### src/hdl/physical_page_allocator_macros.svh
// Assertion macros shared by the page allocator RTL.
`ifndef PHYSICAL_PAGE_ALLOCATOR_MACROS_SVH
`define PHYSICAL_PAGE_ALLOCATOR_MACROS_SVH

`ifndef SYNTHESIS

// Same-cycle implication, checked outside reset.
`define PPA_ASSERT_IMP(label, clk, rst_n, ante, cons, msg) \
    label: assert property (@(posedge clk) disable iff (!rst_n) (ante) |-> (cons)) \
        else $error(msg);

// Next-cycle implication, checked outside reset.
`define PPA_ASSERT_NEXT(label, clk, rst_n, ante, cons, msg) \
    label: assert property (@(posedge clk) disable iff (!rst_n) (ante) |=> (cons)) \
        else $error(msg);

`else

`define PPA_ASSERT_IMP(label, clk, rst_n, ante, cons, msg)

`define PPA_ASSERT_NEXT(label, clk, rst_n, ante, cons, msg)

`endif

`endif

### src/hdl/ppa_pkg.sv
// Shared types, constants and helper functions of the page allocator.
package ppa_pkg;

    // Build capacity default
    localparam int PpaMaxPages = 256;

    // Used-map row organization
    localparam int RowW    = 16;
    localparam int RowSh   = $clog2(RowW);
    localparam int RowCntW = $clog2(RowW + 1);

    // Field and register widths
    localparam int CmdW     = 3;
    localparam int PageNumW = 9;
    localparam int StatusW  = 2;
    localparam int IdxOutW  = 8;
    localparam int OffW     = 20;
    localparam int CountW   = 9;
    localparam int SizeW    = 13;
    localparam int ProcW    = 8;
    localparam int CfgIdxW  = 1;
    localparam int CfgDataW = 13;

    // Random generator
    localparam int         LfsrW    = 16;
    localparam logic [15:0] LfsrTaps = 16'hB400;
    localparam logic [15:0] LfsrSeed = 16'hACE1;
    localparam logic [15:0] MaxDraws = 16'hFFFF;

    // Register reset values and limits
    localparam int               PageCountReset = 256;
    localparam logic [SizeW-1:0] PageSizeReset  = 13'd128;
    localparam logic [SizeW-1:0] PageSizeMax    = 13'd4096;
    localparam logic [ProcW-1:0] ProcReset      = 8'd1;
    localparam logic [ProcW-1:0] ProcMax        = 8'd255;

    // Configuration register indexes
    localparam logic [CfgIdxW-1:0] CfgPageCount = 1'b0;
    localparam logic [CfgIdxW-1:0] CfgPageSize  = 1'b1;

    typedef enum logic [CmdW-1:0] {
        CmdAllocLow  = 3'd0,
        CmdAllocRand = 3'd1,
        CmdRelease   = 3'd2,
        CmdAddProc   = 3'd3,
        CmdDropProc  = 3'd4
    } t_cmd;

    typedef enum logic [StatusW-1:0] {
        StOk      = 2'd0,
        StNoFree  = 2'd1,
        StBadPage = 2'd2
    } t_status;

    // One Galois LFSR step
    function automatic logic [LfsrW-1:0] lfsr_next(input logic [LfsrW-1:0] v);
        logic [LfsrW-1:0] s;
        s = v >> 1;
        if (v[0]) begin
            s = s ^ LfsrTaps;
        end
        return s;
    endfunction

    // Count set bits of a row, nibble sums first
    function automatic logic [RowCntW-1:0] row_popcount(input logic [RowW-1:0] v);
        logic [2:0]         nib [4];
        logic [RowCntW-1:0] sum;
        for (int n = 0; n < 4; n++) begin
            nib[n] = 3'(v[4*n]) + 3'(v[4*n+1]) + 3'(v[4*n+2]) + 3'(v[4*n+3]);
        end
        sum = RowCntW'(nib[0]) + RowCntW'(nib[1]) + RowCntW'(nib[2]) + RowCntW'(nib[3]);
        return sum;
    endfunction

    // Position of the lowest set bit of a row
    function automatic logic [RowSh-1:0] row_first(input logic [RowW-1:0] v);
        logic [RowSh-1:0] pos;
        pos = '0;
        for (int k = RowW - 1; k >= 0; k--) begin
            if (v[k]) begin
                pos = RowSh'(k);
            end
        end
        return pos;
    endfunction

endpackage

### src/hdl/ppa_map_ram.sv
// Used-map row memory: one write port, one registered read port, row valid bits.
module ppa_map_ram import ppa_pkg::*; #(
    parameter int ROWS = PpaMaxPages / RowW,
    parameter int AW   = 4
) (
    input  logic            i_clk,
    input  logic            i_rst_n,
    input  logic            i_rd_en,
    input  logic [AW-1:0]   i_rd_addr,
    output logic [RowW-1:0] o_rd_data,
    input  logic            i_wr_en,
    input  logic [AW-1:0]   i_wr_addr,
    input  logic [RowW-1:0] i_wr_data
);

    logic [RowW-1:0] r_mem [ROWS];
    logic [ROWS-1:0] r_row_vld;
    logic [RowW-1:0] r_rd_data;

    // Write the row
    always_ff @(posedge i_clk) begin
        if (i_wr_en) begin
            r_mem[i_wr_addr] <= i_wr_data;
        end
    end

    // Mark written rows; reset frees every row at once
    always_ff @(posedge i_clk) begin
        if (!i_rst_n) begin
            r_row_vld <= '0;
        end else if (i_wr_en) begin
            r_row_vld[i_wr_addr] <= 1'b1;
        end
    end

    // Read with forwarding of a same-cycle write; unwritten rows read as free
    always_ff @(posedge i_clk) begin
        if (i_rd_en) begin
            if (i_wr_en && (i_wr_addr == i_rd_addr)) begin
                r_rd_data <= i_wr_data;
            end else if (r_row_vld[i_rd_addr]) begin
                r_rd_data <= r_mem[i_rd_addr];
            end else begin
                r_rd_data <= '0;
            end
        end
    end

    assign o_rd_data = r_rd_data;

endmodule

### src/hdl/ppa_rand.sv
// Random page draw: LFSR step, then bit-serial remainder by the page count.
module ppa_rand import ppa_pkg::*; (
    input  logic              i_clk,
    input  logic              i_rst_n,
    input  logic              i_start,
    input  logic [CountW-1:0] i_modulus,
    output logic              o_done,
    output logic [CountW-1:0] o_value
);

    localparam int CntW = $clog2(LfsrW);
    localparam logic [CntW-1:0] CntLast = CntW'(LfsrW - 1);

    logic [LfsrW-1:0]  r_lfsr;
    logic              r_busy;
    logic              r_done;
    logic [CntW-1:0]   r_cnt;
    logic [LfsrW-1:0]  r_div;
    logic [CountW-1:0] r_rem;
    logic [CountW-1:0] r_mod;
    logic [LfsrW-1:0]  w_lfsr_nxt;
    logic [CountW:0]   w_trial;
    logic [CountW:0]   w_mod_ext;
    logic [CountW-1:0] w_rem_nxt;

    assign w_lfsr_nxt = lfsr_next(r_lfsr);

    // Restoring remainder step: shift in one dividend bit, subtract if it fits
    assign w_trial   = {r_rem, r_div[LfsrW-1]};
    assign w_mod_ext = {1'b0, r_mod};
    assign w_rem_nxt = (w_trial >= w_mod_ext) ? CountW'(w_trial - w_mod_ext)
                                              : CountW'(w_trial);

    // Advance the generator on start, then iterate one bit per cycle
    always_ff @(posedge i_clk) begin
        if (!i_rst_n) begin
            r_lfsr <= LfsrSeed;
            r_busy <= 1'b0;
            r_done <= 1'b0;
            r_cnt  <= '0;
        end else begin
            r_done <= 1'b0;
            if (i_start) begin
                r_lfsr <= w_lfsr_nxt;
                r_div  <= w_lfsr_nxt;
                r_rem  <= '0;
                r_mod  <= i_modulus;
                r_cnt  <= '0;
                r_busy <= 1'b1;
            end else if (r_busy) begin
                r_rem <= w_rem_nxt;
                r_div <= r_div << 1;
                r_cnt <= r_cnt + CntW'(1);
                if (r_cnt == CntLast) begin
                    r_busy <= 1'b0;
                    r_done <= 1'b1;
                end
            end
        end
    end

    assign o_done  = r_done;
    assign o_value = r_rem;

endmodule

### src/hdl/physical_page_allocator.sv
// Top level of the bitmap page-frame allocator: command sequencer and result register.
//
// Bitmap page allocator. The used map lives in a row memory of 16 pages per row
// with a registered read, and every map update is a read-modify-write of one row.
// One request is handled at a time: process commands, failed allocations and
// invalid releases go straight to the offset multiply, a valid release first
// checks and clears its page bit, a lowest-free allocation scans at most every
// managed row from row zero, and a random allocation runs draws through the
// 16-step serial remainder unit until a free page is hit or MaxDraws draws are
// spent, then scans. Writing page_count while idle or recounting starts a recount
// of free pages, one row per cycle, during which no request is taken. A finished
// result waits in the output register while the next request is accepted.
`include "physical_page_allocator_macros.svh"

module physical_page_allocator import ppa_pkg::*; #(
    parameter int MAX_PAGES = PpaMaxPages
) (
    input  logic                i_clk,
    input  logic                i_rst_n,
    input  logic                i_cfg_we,
    input  logic [CfgIdxW-1:0]  i_cfg_idx,
    input  logic [CfgDataW-1:0] i_cfg_wdata,
    input  logic                i_valid,
    output logic                o_ready,
    input  logic [CmdW-1:0]     i_command,
    input  logic signed [PageNumW-1:0] i_page_number,
    output logic                o_valid,
    input  logic                i_ready,
    output logic [StatusW-1:0]  o_status,
    output logic [IdxOutW-1:0]  o_page_index,
    output logic [OffW-1:0]     o_page_offset,
    output logic [CountW-1:0]   o_free_count,
    output logic [ProcW-1:0]    o_process_count,
    output logic                o_any_process
);

    localparam int Rows  = (MAX_PAGES + RowW - 1) / RowW;
    localparam int RowAw = (Rows > 1) ? $clog2(Rows) : 1;
    localparam int PW    = RowAw + RowSh;
    localparam int ProdW = PW + SizeW;
    localparam logic [CountW-1:0] EffReset =
        (MAX_PAGES < PageCountReset) ? CountW'(MAX_PAGES) : CountW'(PageCountReset);

    typedef enum logic [7:0] {
        S_IDLE     = 8'b0000_0001,
        S_SCAN     = 8'b0000_0010,
        S_DRAW     = 8'b0000_0100,
        S_RAND_CHK = 8'b0000_1000,
        S_REL_CHK  = 8'b0001_0000,
        S_RECOUNT  = 8'b0010_0000,
        S_MUL      = 8'b0100_0000,
        S_DONE     = 8'b1000_0000
    } t_state;

    t_state            r_state;
    logic [CountW-1:0] r_eff_n;
    logic [SizeW-1:0]  r_eff_size;
    logic [CountW-1:0] r_free;
    logic [ProcW-1:0]  r_procs;
    logic [RowAw-1:0]  r_row;
    logic [CountW-1:0] r_acc;
    logic [15:0]       r_tries;
    logic [PW-1:0]     r_page;
    t_status           r_status;
    logic [ProdW-1:0]  r_prod;
    logic              r_out_vld;
    logic [StatusW-1:0] r_out_status;
    logic [IdxOutW-1:0] r_out_index;
    logic [OffW-1:0]    r_out_offset;
    logic [CountW-1:0]  r_out_free;
    logic [ProcW-1:0]   r_out_procs;
    logic               r_out_any;

    logic              w_in_xfer;
    logic              w_out_load;
    logic [CountW-1:0] w_cfg_cnt;
    logic [CountW-1:0] w_cfg_n;
    logic [SizeW-1:0]  w_cfg_size;
    logic              w_cnt_wr;
    logic [PageNumW-1:0] w_raw;
    logic              w_rel_bad;
    logic [PW-1:0]     w_raw_page;
    logic [CountW-1:0] w_n_m1;
    logic [RowAw-1:0]  w_last_row;
    logic              w_last;
    logic [RowW-1:0]   w_row_mask;
    logic [RowW-1:0]   w_row_free;
    logic              w_any;
    logic [RowSh-1:0]  w_ffz;
    logic [CountW-1:0] w_acc_nxt;
    logic              w_bit_used;
    logic              w_rand_start;
    logic              w_rand_done;
    logic [CountW-1:0] w_rand_val;
    logic [PW-1:0]     w_rand_page;
    logic              w_rd_en;
    logic [RowAw-1:0]  w_rd_addr;
    logic [RowW-1:0]   w_rd_data;
    logic              w_wr_en;
    logic [RowAw-1:0]  w_wr_addr;
    logic [RowW-1:0]   w_wr_data;

    // Handshakes
    assign o_ready    = (r_state == S_IDLE) && !i_cfg_we;
    assign w_in_xfer  = i_valid && o_ready;
    assign w_out_load = (r_state == S_DONE) && (!r_out_vld || i_ready);

    // Clamp configuration values
    assign w_cfg_cnt  = i_cfg_wdata[CountW-1:0];
    assign w_cfg_n    = (w_cfg_cnt == '0) ? CountW'(1) :
                        ((32'(w_cfg_cnt) > 32'(MAX_PAGES)) ? CountW'(MAX_PAGES) : w_cfg_cnt);
    assign w_cfg_size = (i_cfg_wdata[SizeW-1:0] > PageSizeMax) ? PageSizeMax
                                                                : i_cfg_wdata[SizeW-1:0];
    assign w_cnt_wr   = i_cfg_we && (i_cfg_idx == CfgPageCount);

    // Release page check; negative numbers carry the top bit
    assign w_raw      = i_page_number;
    assign w_rel_bad  = w_raw[PageNumW-1] || (w_raw >= r_eff_n);
    assign w_raw_page = PW'(w_raw);

    // Row bookkeeping: last managed row and the managed bits of the current row
    assign w_n_m1     = r_eff_n - CountW'(1);
    assign w_last_row = RowAw'(w_n_m1 >> RowSh);
    assign w_last     = (r_row == w_last_row);

    always_comb begin
        for (int k = 0; k < RowW; k++) begin
            w_row_mask[k] = (r_row != w_last_row) || (RowSh'(k) <= w_n_m1[RowSh-1:0]);
        end
    end

    assign w_row_free  = ~w_rd_data & w_row_mask;
    assign w_any       = |w_row_free;
    assign w_ffz       = row_first(w_row_free);
    assign w_acc_nxt   = r_acc + CountW'(row_popcount(w_row_free));
    assign w_bit_used  = w_rd_data[r_page[RowSh-1:0]];
    assign w_rand_page = PW'(w_rand_val);

    // Memory port and draw control
    always_comb begin
        w_rd_en      = 1'b0;
        w_rd_addr    = r_row;
        w_wr_en      = 1'b0;
        w_wr_addr    = r_page[PW-1:RowSh];
        w_wr_data    = w_rd_data;
        w_rand_start = 1'b0;
        unique case (r_state)
            S_IDLE: begin
                if (w_in_xfer) begin
                    if ((t_cmd'(i_command) == CmdRelease) && !w_rel_bad) begin
                        w_rd_en   = 1'b1;
                        w_rd_addr = w_raw_page[PW-1:RowSh];
                    end else if ((t_cmd'(i_command) == CmdAllocLow) && (r_free != '0)) begin
                        w_rd_en   = 1'b1;
                        w_rd_addr = '0;
                    end else if ((t_cmd'(i_command) == CmdAllocRand) && (r_free != '0)) begin
                        w_rand_start = 1'b1;
                    end
                end
            end
            S_SCAN: begin
                if (w_any) begin
                    w_wr_en   = 1'b1;
                    w_wr_addr = r_row;
                    w_wr_data = w_rd_data | (RowW'(1) << w_ffz);
                end else begin
                    w_rd_en   = 1'b1;
                    w_rd_addr = w_last ? '0 : r_row + RowAw'(1);
                end
            end
            S_DRAW: begin
                if (w_rand_done) begin
                    w_rd_en   = 1'b1;
                    w_rd_addr = w_rand_page[PW-1:RowSh];
                end
            end
            S_RAND_CHK: begin
                if (!w_bit_used) begin
                    w_wr_en   = 1'b1;
                    w_wr_data = w_rd_data | (RowW'(1) << r_page[RowSh-1:0]);
                end else if (r_tries == (MaxDraws - 16'd1)) begin
                    w_rd_en   = 1'b1;
                    w_rd_addr = '0;
                end else begin
                    w_rand_start = 1'b1;
                end
            end
            S_REL_CHK: begin
                if (w_bit_used) begin
                    w_wr_en   = 1'b1;
                    w_wr_data = w_rd_data & ~(RowW'(1) << r_page[RowSh-1:0]);
                end
            end
            S_RECOUNT: begin
                if (!w_last) begin
                    w_rd_en   = 1'b1;
                    w_rd_addr = r_row + RowAw'(1);
                end
            end
            default: begin
            end
        endcase
        // A page count write while idle or recounting starts the recount at row zero
        if (w_cnt_wr && ((r_state == S_IDLE) || (r_state == S_RECOUNT))) begin
            w_rd_en   = 1'b1;
            w_rd_addr = '0;
        end
    end

    ppa_map_ram #(
        .ROWS (Rows),
        .AW   (RowAw)
    ) u_map_ram (
        .i_clk     (i_clk),
        .i_rst_n   (i_rst_n),
        .i_rd_en   (w_rd_en),
        .i_rd_addr (w_rd_addr),
        .o_rd_data (w_rd_data),
        .i_wr_en   (w_wr_en),
        .i_wr_addr (w_wr_addr),
        .i_wr_data (w_wr_data)
    );

    ppa_rand u_rand (
        .i_clk     (i_clk),
        .i_rst_n   (i_rst_n),
        .i_start   (w_rand_start),
        .i_modulus (r_eff_n),
        .o_done    (w_rand_done),
        .o_value   (w_rand_val)
    );

    // Sequencer and allocator state
    always_ff @(posedge i_clk) begin
        if (!i_rst_n) begin
            r_state    <= S_IDLE;
            r_eff_n    <= EffReset;
            r_eff_size <= PageSizeReset;
            r_free     <= EffReset;
            r_procs    <= ProcReset;
            r_out_vld  <= 1'b0;
        end else begin
            // Configuration writes
            if (i_cfg_we && (i_cfg_idx == CfgPageCount)) begin
                r_eff_n <= w_cfg_n;
            end
            if (i_cfg_we && (i_cfg_idx == CfgPageSize)) begin
                r_eff_size <= w_cfg_size;
            end

            unique case (r_state)
                S_IDLE: begin
                    if (w_in_xfer) begin
                        r_status <= StOk;
                        r_page   <= '0;
                        r_state  <= S_MUL;
                        unique case (t_cmd'(i_command))
                            CmdAllocLow: begin
                                if (r_free == '0) begin
                                    r_status <= StNoFree;
                                end else begin
                                    r_row   <= '0;
                                    r_state <= S_SCAN;
                                end
                            end
                            CmdAllocRand: begin
                                if (r_free == '0) begin
                                    r_status <= StNoFree;
                                end else begin
                                    r_tries <= '0;
                                    r_state <= S_DRAW;
                                end
                            end
                            CmdRelease: begin
                                if (w_rel_bad) begin
                                    r_status <= StBadPage;
                                end else begin
                                    r_page  <= w_raw_page;
                                    r_state <= S_REL_CHK;
                                end
                            end
                            CmdAddProc: begin
                                if (r_procs != ProcMax) begin
                                    r_procs <= r_procs + ProcW'(1);
                                end
                            end
                            CmdDropProc: begin
                                if (r_procs != '0) begin
                                    r_procs <= r_procs - ProcW'(1);
                                end
                            end
                            default: begin
                            end
                        endcase
                    end
                end
                S_SCAN: begin
                    if (w_any) begin
                        r_page  <= {r_row, w_ffz};
                        r_free  <= r_free - CountW'(1);
                        r_state <= S_MUL;
                    end else begin
                        r_row <= w_last ? '0 : r_row + RowAw'(1);
                    end
                end
                S_DRAW: begin
                    if (w_rand_done) begin
                        r_page  <= w_rand_page;
                        r_state <= S_RAND_CHK;
                    end
                end
                S_RAND_CHK: begin
                    if (!w_bit_used) begin
                        r_free  <= r_free - CountW'(1);
                        r_state <= S_MUL;
                    end else if (r_tries == (MaxDraws - 16'd1)) begin
                        // Draw budget spent: take the lowest free page
                        r_row   <= '0;
                        r_state <= S_SCAN;
                    end else begin
                        r_tries <= r_tries + 16'd1;
                        r_state <= S_DRAW;
                    end
                end
                S_REL_CHK: begin
                    if (w_bit_used) begin
                        r_free <= r_free + CountW'(1);
                    end
                    r_state <= S_MUL;
                end
                S_RECOUNT: begin
                    if (w_last) begin
                        r_free  <= w_acc_nxt;
                        r_state <= S_IDLE;
                    end else begin
                        r_acc <= w_acc_nxt;
                        r_row <= r_row + RowAw'(1);
                    end
                end
                S_MUL: begin
                    r_prod  <= ProdW'(r_page) * ProdW'(r_eff_size);
                    r_state <= S_DONE;
                end
                S_DONE: begin
                    if (w_out_load) begin
                        r_state <= S_IDLE;
                    end
                end
                default: begin
                    r_state <= S_IDLE;
                end
            endcase

            // Restart the free-page recount on a page count write while idle or recounting
            if (w_cnt_wr && ((r_state == S_IDLE) || (r_state == S_RECOUNT))) begin
                r_row   <= '0;
                r_acc   <= '0;
                r_state <= S_RECOUNT;
            end

            // Hold the result until its transfer
            if (w_out_load) begin
                r_out_vld <= 1'b1;
            end else if (i_ready) begin
                r_out_vld <= 1'b0;
            end
        end
    end

    // Result register
    always_ff @(posedge i_clk) begin
        if (w_out_load) begin
            r_out_status <= r_status;
            r_out_index  <= IdxOutW'(r_page);
            r_out_offset <= OffW'(r_prod);
            r_out_free   <= r_free;
            r_out_procs  <= r_procs;
            r_out_any    <= (r_procs != '0);
        end
    end

    assign o_valid         = r_out_vld;
    assign o_status        = r_out_status;
    assign o_page_index    = r_out_index;
    assign o_page_offset   = r_out_offset;
    assign o_free_count    = r_out_free;
    assign o_process_count = r_out_procs;
    assign o_any_process   = r_out_any;

    // Checks
    `PPA_ASSERT_IMP(a_free_in_range, i_clk, i_rst_n, r_state != S_RECOUNT, r_free <= r_eff_n, "free count above managed pages")
    `PPA_ASSERT_IMP(a_draw_owned, i_clk, i_rst_n, w_rand_done, r_state == S_DRAW, "draw finished outside draw state")
    `PPA_ASSERT_IMP(a_no_rmw_overlap, i_clk, i_rst_n, w_wr_en, !w_rd_en, "map read and write in one cycle")
    `PPA_ASSERT_IMP(a_fail_zero, i_clk, i_rst_n, o_valid && (o_status != StOk), (o_page_index == '0) && (o_page_offset == '0), "failed result carries a page")
    `PPA_ASSERT_NEXT(a_accept_busy, i_clk, i_rst_n, w_in_xfer, r_state != S_IDLE, "request accepted but sequencer idle")

endmodule

### config.mk
export PLATFORM = sky130hd
export DESIGN_NAME = physical_page_allocator
export DESIGN_NICKNAME = d
export VERILOG_FILES = /design/src/hdl/ppa_pkg.sv /design/src/hdl/ppa_map_ram.sv /design/src/hdl/ppa_rand.sv /design/src/hdl/physical_page_allocator.sv
export VERILOG_INCLUDE_DIRS = /design/src /design/src/hdl
export SDC_FILE = /design/constraint.sdc
export NUM_CORES = 1
export LEC_CHECK = 0
export CORE_ASPECT_RATIO = 0.75
export CORE_UTILIZATION = 45
export DETAILED_ROUTE_END_ITERATION = 7
export DONT_BUFFER_PORTS = 1
export SETUP_SLACK_MARGIN = 0.02
export SLEW_MARGIN = 30
export SYNTH_ARGS = -nofsm -noshare
export SYNTH_HDL_FRONTEND = slang
export SYNTH_SLANG_ARGS = --single-unit
### constraint.sdc
create_clock -name i_clk -period 6.8 [get_ports i_clk]
set_input_delay 0.34 -clock i_clk [delete_from_list [all_inputs] [get_ports i_clk]]
set_output_delay 0.34 -clock i_clk [all_outputs]
set_load 0.02 [all_outputs]
# ---- Word-level counts from Yosys, hierarchy flattened
# Memory sizes are Yosys's and may differ from the RTL's.
# Index checks and enable logic that the tools add are counted.
dict set report word_totals {
  regBits 243
  ramBits 256
  in_bits 31
  out_inout_bits 50
  mem_count 1
}
# name words width rd rd_clocked_by_memory_dff write_ports line_no
set memory_table {}
lappend memory_table {u_map_ram.r_mem 16 16 1 0 1 ppa_map_ram.sv:16} ;# logic [RowW-1:0] r_mem [ROWS];
dict set report op_classes {
  add_sub_neg 25
  n_mul 1
  order_cmp 24
  eq_ne 39
  n_shift 2
  mux 120
  bitwise_logic 11
  n_reduce_logical 63
}
# op n
set op_table {}
lappend op_table {{$mux W16} 13}
lappend op_table {{$mux W4} 31}
lappend op_table {{$mux W8} 12}
lappend op_table {{$mux W9} 10}
lappend op_table {{$pmux W8 S8} 1}
lappend op_table {{$or A16 B16 Y16} 3}
lappend op_table {{$pmux W16 S3} 1}
lappend op_table {{$pmux W9 S4} 1}
lappend op_table {{$and A16 B16 Y16} 2}
lappend op_table {{$le A4 B4 Y1 const A} 8}
lappend op_table {{$not A16 Y16} 2}
lappend op_table {{$pmux W16 S2} 1}
lappend op_table {{$shl A1 B4 Y16 const A} 2}
lappend op_table {{$mux W1} 30}
lappend op_table {{$reduce_and A5 Y1} 6}
lappend op_table {{$mux W7} 4}
lappend op_table {{$pmux W8 S3} 1}
lappend op_table {{$ne A2 B2 Y1 const B} 11}
lappend op_table {{$pmux W7 S3} 1}
lappend op_table {{$mul A8 B13 Y20} 1}
lappend op_table {{$pmux W4 S5} 1}
lappend op_table {{$logic_or A1 B1 Y1} 19}
lappend op_table {{$logic_not A9 Y1} 2}
lappend op_table {{$add A16 B1 Y16 const B} 1}
lappend op_table {{71 further kinds} 121}

# ---- Depth between registers and ports, before layout
dict set report depth {
  ltp_word 25
  ltp_mapped 28
  mapped_depth_nobuf 26
}

# ---- Cells and area by module
# Synthesis repeated with hierarchy kept, for this count alone.
dict set report hier_totals {
  hier_cells 2160
  hier_area_um2 26500.4
}
# module instances cells_each area_each_um2 seq_area_each_um2
set modules_own_cells {}
lappend modules_own_cells {physical_page_allocator 1 1385 12692.2 4174.0}
lappend modules_own_cells {ppa_map_ram 1 522 11167.0 8488.1}
lappend modules_own_cells {ppa_rand 1 253 2641.3 1461.4}

# ---- Least setup slack after synthesis
# OpenSTA, ideal clock, no wires.
dict set report synth_path {
  path_kind {register to register}
  start {register r_eff_n[0]}
  end {register r_free[8]}
  t_arrival_ps 6087
  required_ps 6667
  path_slack_ps 580
  stages_incl_launch_ff 29
  n_path_buf 2
  period_less_slack_ps 6220
  path_cell_list {dfxtp_1 > inv_1 > ha_1 > nor3b_1 > or3_1 > a31oi_1 > o22a_1 > buf_4 > inv_2 > buf_4 > nor2_4 > nor2_1 > fa_1 > inv_1 > fa_1 > fa_1 > fa_1 > inv_1 > fa_1 > fa_1 > a21o_1 > a21oi_1 > nor2b_1 > o21ai_0 > nor2_1 > xor2_1 > o21ai_0 > and2_0 > o21ai_0}
}
dict set report synth_between {
  elab_chain_cells 13
  elab_cells_between_ends 58
}
# item line_no
set synth_rtl {}
lappend synth_rtl {{start, declared} physical_page_allocator.sv:56} ;# logic [CountW-1:0] r_eff_n;
lappend synth_rtl {{start signal, assigned} physical_page_allocator.sv:237} ;# r_eff_n <= EffReset;
lappend synth_rtl {{start signal, assigned} physical_page_allocator.sv:245} ;# r_eff_n <= w_cfg_n;
lappend synth_rtl {{$sub A8 B1 Y8 *} physical_page_allocator.sv:122} ;# assign w_n_m1 = r_eff_n - CountW'(1);
lappend synth_rtl {{$le A1 B4 Y1 (tied with other cells)} physical_page_allocator.sv:128} ;# w_row_mask[k] = (r_row != w_last_row) || (RowSh'(k) <= w_n_m1[RowSh-1:0]);
lappend synth_rtl {{$logic_or A1 B1 Y1} physical_page_allocator.sv:128}
lappend synth_rtl {{$and A16 B16 Y16} physical_page_allocator.sv:132} ;# assign w_row_free = ~w_rd_data & w_row_mask;
lappend synth_rtl {{$add A1 B1 Y2} ppa_pkg.sv:70} ;# nib[n] = 3'(v[4*n]) + 3'(v[4*n+1]) + 3'(v[4*n+2]) + 3'(v[4*n+3]);
lappend synth_rtl {{$add A2 B1 Y3} ppa_pkg.sv:70}
lappend synth_rtl {{$add A3 B1 Y3} ppa_pkg.sv:70}
lappend synth_rtl {{$add A3 B3 Y4} ppa_pkg.sv:72} ;# sum = RowCntW'(nib[0]) + RowCntW'(nib[1]) + RowCntW'(nib[2]) + RowCntW'(nib[3]);
lappend synth_rtl {{$add A4 B3 Y5} ppa_pkg.sv:72}
lappend synth_rtl {{$add A5 B3 Y5} ppa_pkg.sv:72}
lappend synth_rtl {{$add A9 B5 Y9} physical_page_allocator.sv:135} ;# assign w_acc_nxt = r_acc + CountW'(row_popcount(w_row_free));
lappend synth_rtl {{$mux W9} physical_page_allocator.sv:332} ;# if (w_last) begin
lappend synth_rtl {{$pmux W9 S4} physical_page_allocator.sv:251} ;# unique case (r_state)
lappend synth_rtl {{end signal, assigned} physical_page_allocator.sv:239} ;# r_free <= EffReset;
lappend synth_rtl {{end signal, assigned} physical_page_allocator.sv:327} ;# r_free <= r_free + CountW'(1);
lappend synth_rtl {{end signal, assigned} physical_page_allocator.sv:333} ;# r_free <= w_acc_nxt;
lappend synth_rtl {{end, declared} physical_page_allocator.sv:58} ;# logic [CountW-1:0] r_free;
# Every way passes the cells marked *; elsewhere a longest branch is shown, timed or not. The select of a mux whose other input is x is not followed.
# A chain may end at the register's enable or synchronous reset.

# ---- Worst setup path after layout
# Same ends and word-level chain as after synthesis.

==> impl_metrics.json <==
{
  "status": "completed",
  "r2r-end": "r_free[8]",
  "netlist_area_sq_um": 26300,
  "synth-xor-area-share": 0.0233,
  "yosysTopAreaCell": "edfxtp_1",
  "drv_slew": 0,
  "n_fill_cell": 5095,
  "cts-root-buf": "clkbuf_16",
  "maxCapViolCount": 0,
  "reg2reg_from": "r_eff_n[0]",
  "setup_violations": 0,
  "io_pins": 81,
  "peakVddDrop_mv": 0.394,
  "ant_nets": 0,
  "yosys_warnings": 0,
  "wl_microns": 68000,
  "dr.pass1.iters": 6,
  "power_leakage_nw": 11.1,
  "pre_cts_ws_ps": 305,
  "p_per_area_nw_per_um2": 354,
  "io_buffers": 0,
  "multi_input_area_sq_um": 11300,
  "drc": 0,
  "layout-drive-gt1-share": 0.113,
  "timing.slew.headroom": 0.329,
  "rsz0062_at_grt": "no",
  "ctsLongestPathBuffers": 3,
  "grt_max_degree": 103,
  "min_from": "i_ready",
  "syn-instance-count": 2274,
  "min_period_ps": 6340,
  "avgRoutedWirePerCell_microns": 21.8,
  "cts_setup_buffers": 0,
  "area_delta_synth_final_pct": 11.2,
  "clkTransAtPathRegs_ps": 60,
  "dominantRegCellSynth": "edfxtp_1",
  "gp_routability_congestion": 0.963,
  "synth.distinct_cells": 86,
  "yosysTopAreaCellShare": 0.471,
  "antenna_found_initial": 1,
  "rrSetupSlack_ps": 460,
  "hpwl_microns": 46500,
  "regArea_sq_um": 14100,
  "setup_ws_ps": 463,
  "die_area_sq_um": 59500,
  "viasPerCell": 5.69,
  "die_height_microns": 211,
  "worstPathArrival_ps": 6810,
  "grt_usage": 0.229,
  "core_sq_um": 57600,
  "synth_top_family_by_area": "simple AND/OR/NAND/NOR gates",
  "synth_common_cells": "edfxtp_1, nand2_1, nor2_1",
  "clock_sinks": 499,
  "drtIter0Drc": 1724,
  "tightest_slew_ps": 1000,
  "synth-edff-count": 413,
  "setup-tns-final_ps": 0,
  "hp-class": "in2reg",
  "worstRegToRegCells": 25,
  "fin_crit_sh": 0.932,
  "crit_path_end_kind": "flip-flop",
  "vias": 17700,
  "synth-simple-area-share": 0.129,
  "grt_first_pass_wirelength_microns": 103000,
  "fmax_mhz": 158,
  "synth_nets": 2470,
  "layout.nets": 2491,
  "fin_skew_ps": 29.8,
  "crit_fanout": 10,
  "path_class": "reg2reg",
  "synth-seq-cells": 499,
  "holdPathEnd": "o_page_index[6]",
  "yosysMostFrequentCell": "edfxtp_1",
  "synth_adder_area_share": 0.101,
  "start_util": 0.457,
  "rows": 76,
  "die_w_microns": 281,
  "grt_pass1_vias": 17200,
  "synth_mux_area_frac": 0.0640,
  "whs_path_depth": 2,
  "grt.overflow.total": 0,
  "synth_compound_area_frac": 0.106,
  "ys_seq_area_frac": 0.537,
  "cts_buffers": 50,
  "netlist_top_cells_area": "edfxtp_1, dfxtp_1, fa_1",
  "cts_htree_levels": 2,
  "synthArstFlopShare": 0,
  "avgSynthCellArea_sq_um": 11.6,
  "tritoncts": "built",
  "insertion_delay_ps": 610,
  "antenna_cells": 0,
  "start_kind": "flip-flop",
  "finalHoldViolCount": 0,
  "required_ps": 7280
}
[cell families (layout without fill, tap and decap cells)]
logic type | count (synthesis) | count (layout)
simple gates | 712 | 712
flops | 499 | 499
compound gates | 409 | 409
buf+inv | 263 | 325
fa+ha+maj | 165 | 165
mux | 156 | 156
xor+xnor | 70 | 70
[per-stage QoR]
| step | utilization | std cells | cell area, sq um | total power [W] | hold WS [ps] |
|---|---|---|---|---|---|
| final | 0.508 | 3116 | 29300 | 0.0104 | 34.1 |
| after global routing | 0.508 | 3116 | 29300 | 0.0109 | 28.9 |
| after CTS | 0.507 | 3116 | 29200 | 0.0104 | 5.50 |
| after detailed placement | 0.476 | 3006 | 27500 | 0.00765 | 406 |
| after global placement | 0.476 | 3005 | 27400 | 0.00761 | 405 |
| after floorplan | - | 2274 | 26300 | 0.00662 | 400 |
[layout by cell type (no fill, tap or decap), types with 24 or more instances in the layout]
master     instances
nor3_1            24
dfxtp_1           86
a21oi_1           88
mux2i_1           94
edfxtp_1         413
mux2_2            57
o211ai_1          60
ha_1              85
nor2_1           166
xnor2_1           41
nor2b_1           32
and2_1            58
buf_4             59
nand4_1           26
nand3_1           36
a21o_1            25
fa_1              80
inv_1            149
xor2_1            29
clkbuf_16         51
nand2_1          249
o21ai_0           66
[what timing repair did]
item / in CTS / in global routing
gates resized for setup: 0 / 3
hold buffers: 17 / 0
setup endpoints to repair: 0 / 4
hold endpoints to repair: 57 / 0
[where the power goes]
part / switching, W / total, W / internal, W
sequential: 0.000120 / 0.00375 / 0.00363
clock: 0.00117 / 0.00270 / 0.00153
combinational: 0.00236 / 0.00390 / 0.00155
total: 0.00364 / 0.0104 / 0.00671
[layer usage]
| layer | wire length, microns | share of wire | track usage |
|---|---|---|---|
| met5 | 13 | 0.00019 | 0 |
| met4 | 1140 | 0.017 | 0.0497 |
| met3 | 4880 | 0.072 | 0.0426 |
| met2 | 29200 | 0.43 | 0.339 |
| met1 | 32800 | 0.48 | 0.348 |
[state kept, by name (all words and copies together) (netlist names), 13 cells and up]
register / cells
u_map_ram.r_mem: 256
o_page_offset: 20
r_prod: 20
r_tries: 16
u_map_ram.o_rd_data: 16
u_map_ram.r_row_vld: 16
u_rand.r_div: 16
u_rand.r_lfsr: 16
r_eff_size: 13
[final cells by class]
class | count | share of cell area
inverters | 153 | 0.0196
clock inverters | 24 | 0.00641
clock buffers | 69 | 0.0483
flip-flops and latches | 499 | 0.482
multi-input cells | 1512 | 0.387
well taps | 780 | 0.0333
repair buffers | 79 | 0.0228
[worst max-delay path by stage]
stage / to / from / cells past startpoint / slack, ps
4_1_cts: r_free[8] / r_eff_n[1] / 25 / 270
3_3_place_gp: r_free[8] / r_eff_n[0] / 25 / 330
3_5_place_dp: r_free[8] / r_eff_n[1] / 25 / 300
6_report: r_free[8] / r_eff_n[0] / 25 / 460
5_1_grt: r_free[8] / r_eff_n[1] / 25 / 80
2_1_floorplan: r_free[8] / r_eff_n[0] / 28 / 580
[critical path, cell delays in order, from the launching register on]
cell	delay, ps
dfxtp_1	330
inv_1	60
ha_1	270
nor3b_2	200
or3_1	330
a31oi_1	180
o22a_2	300
inv_2	80
buf_4	190
o21bai_1	230
fa_1	480
fa_1	520
fa_1	430
fa_1	490
inv_1	50
fa_1	410
fa_1	420
a21o_1	200
a21oi_1	220
nor2b_1	80
o21ai_1	190
nor2_1	90
xor2_1	150
o21ai_0	130
and2_0	130
o21ai_0	80
Note: power is estimated with default switching activity, not from simulation.
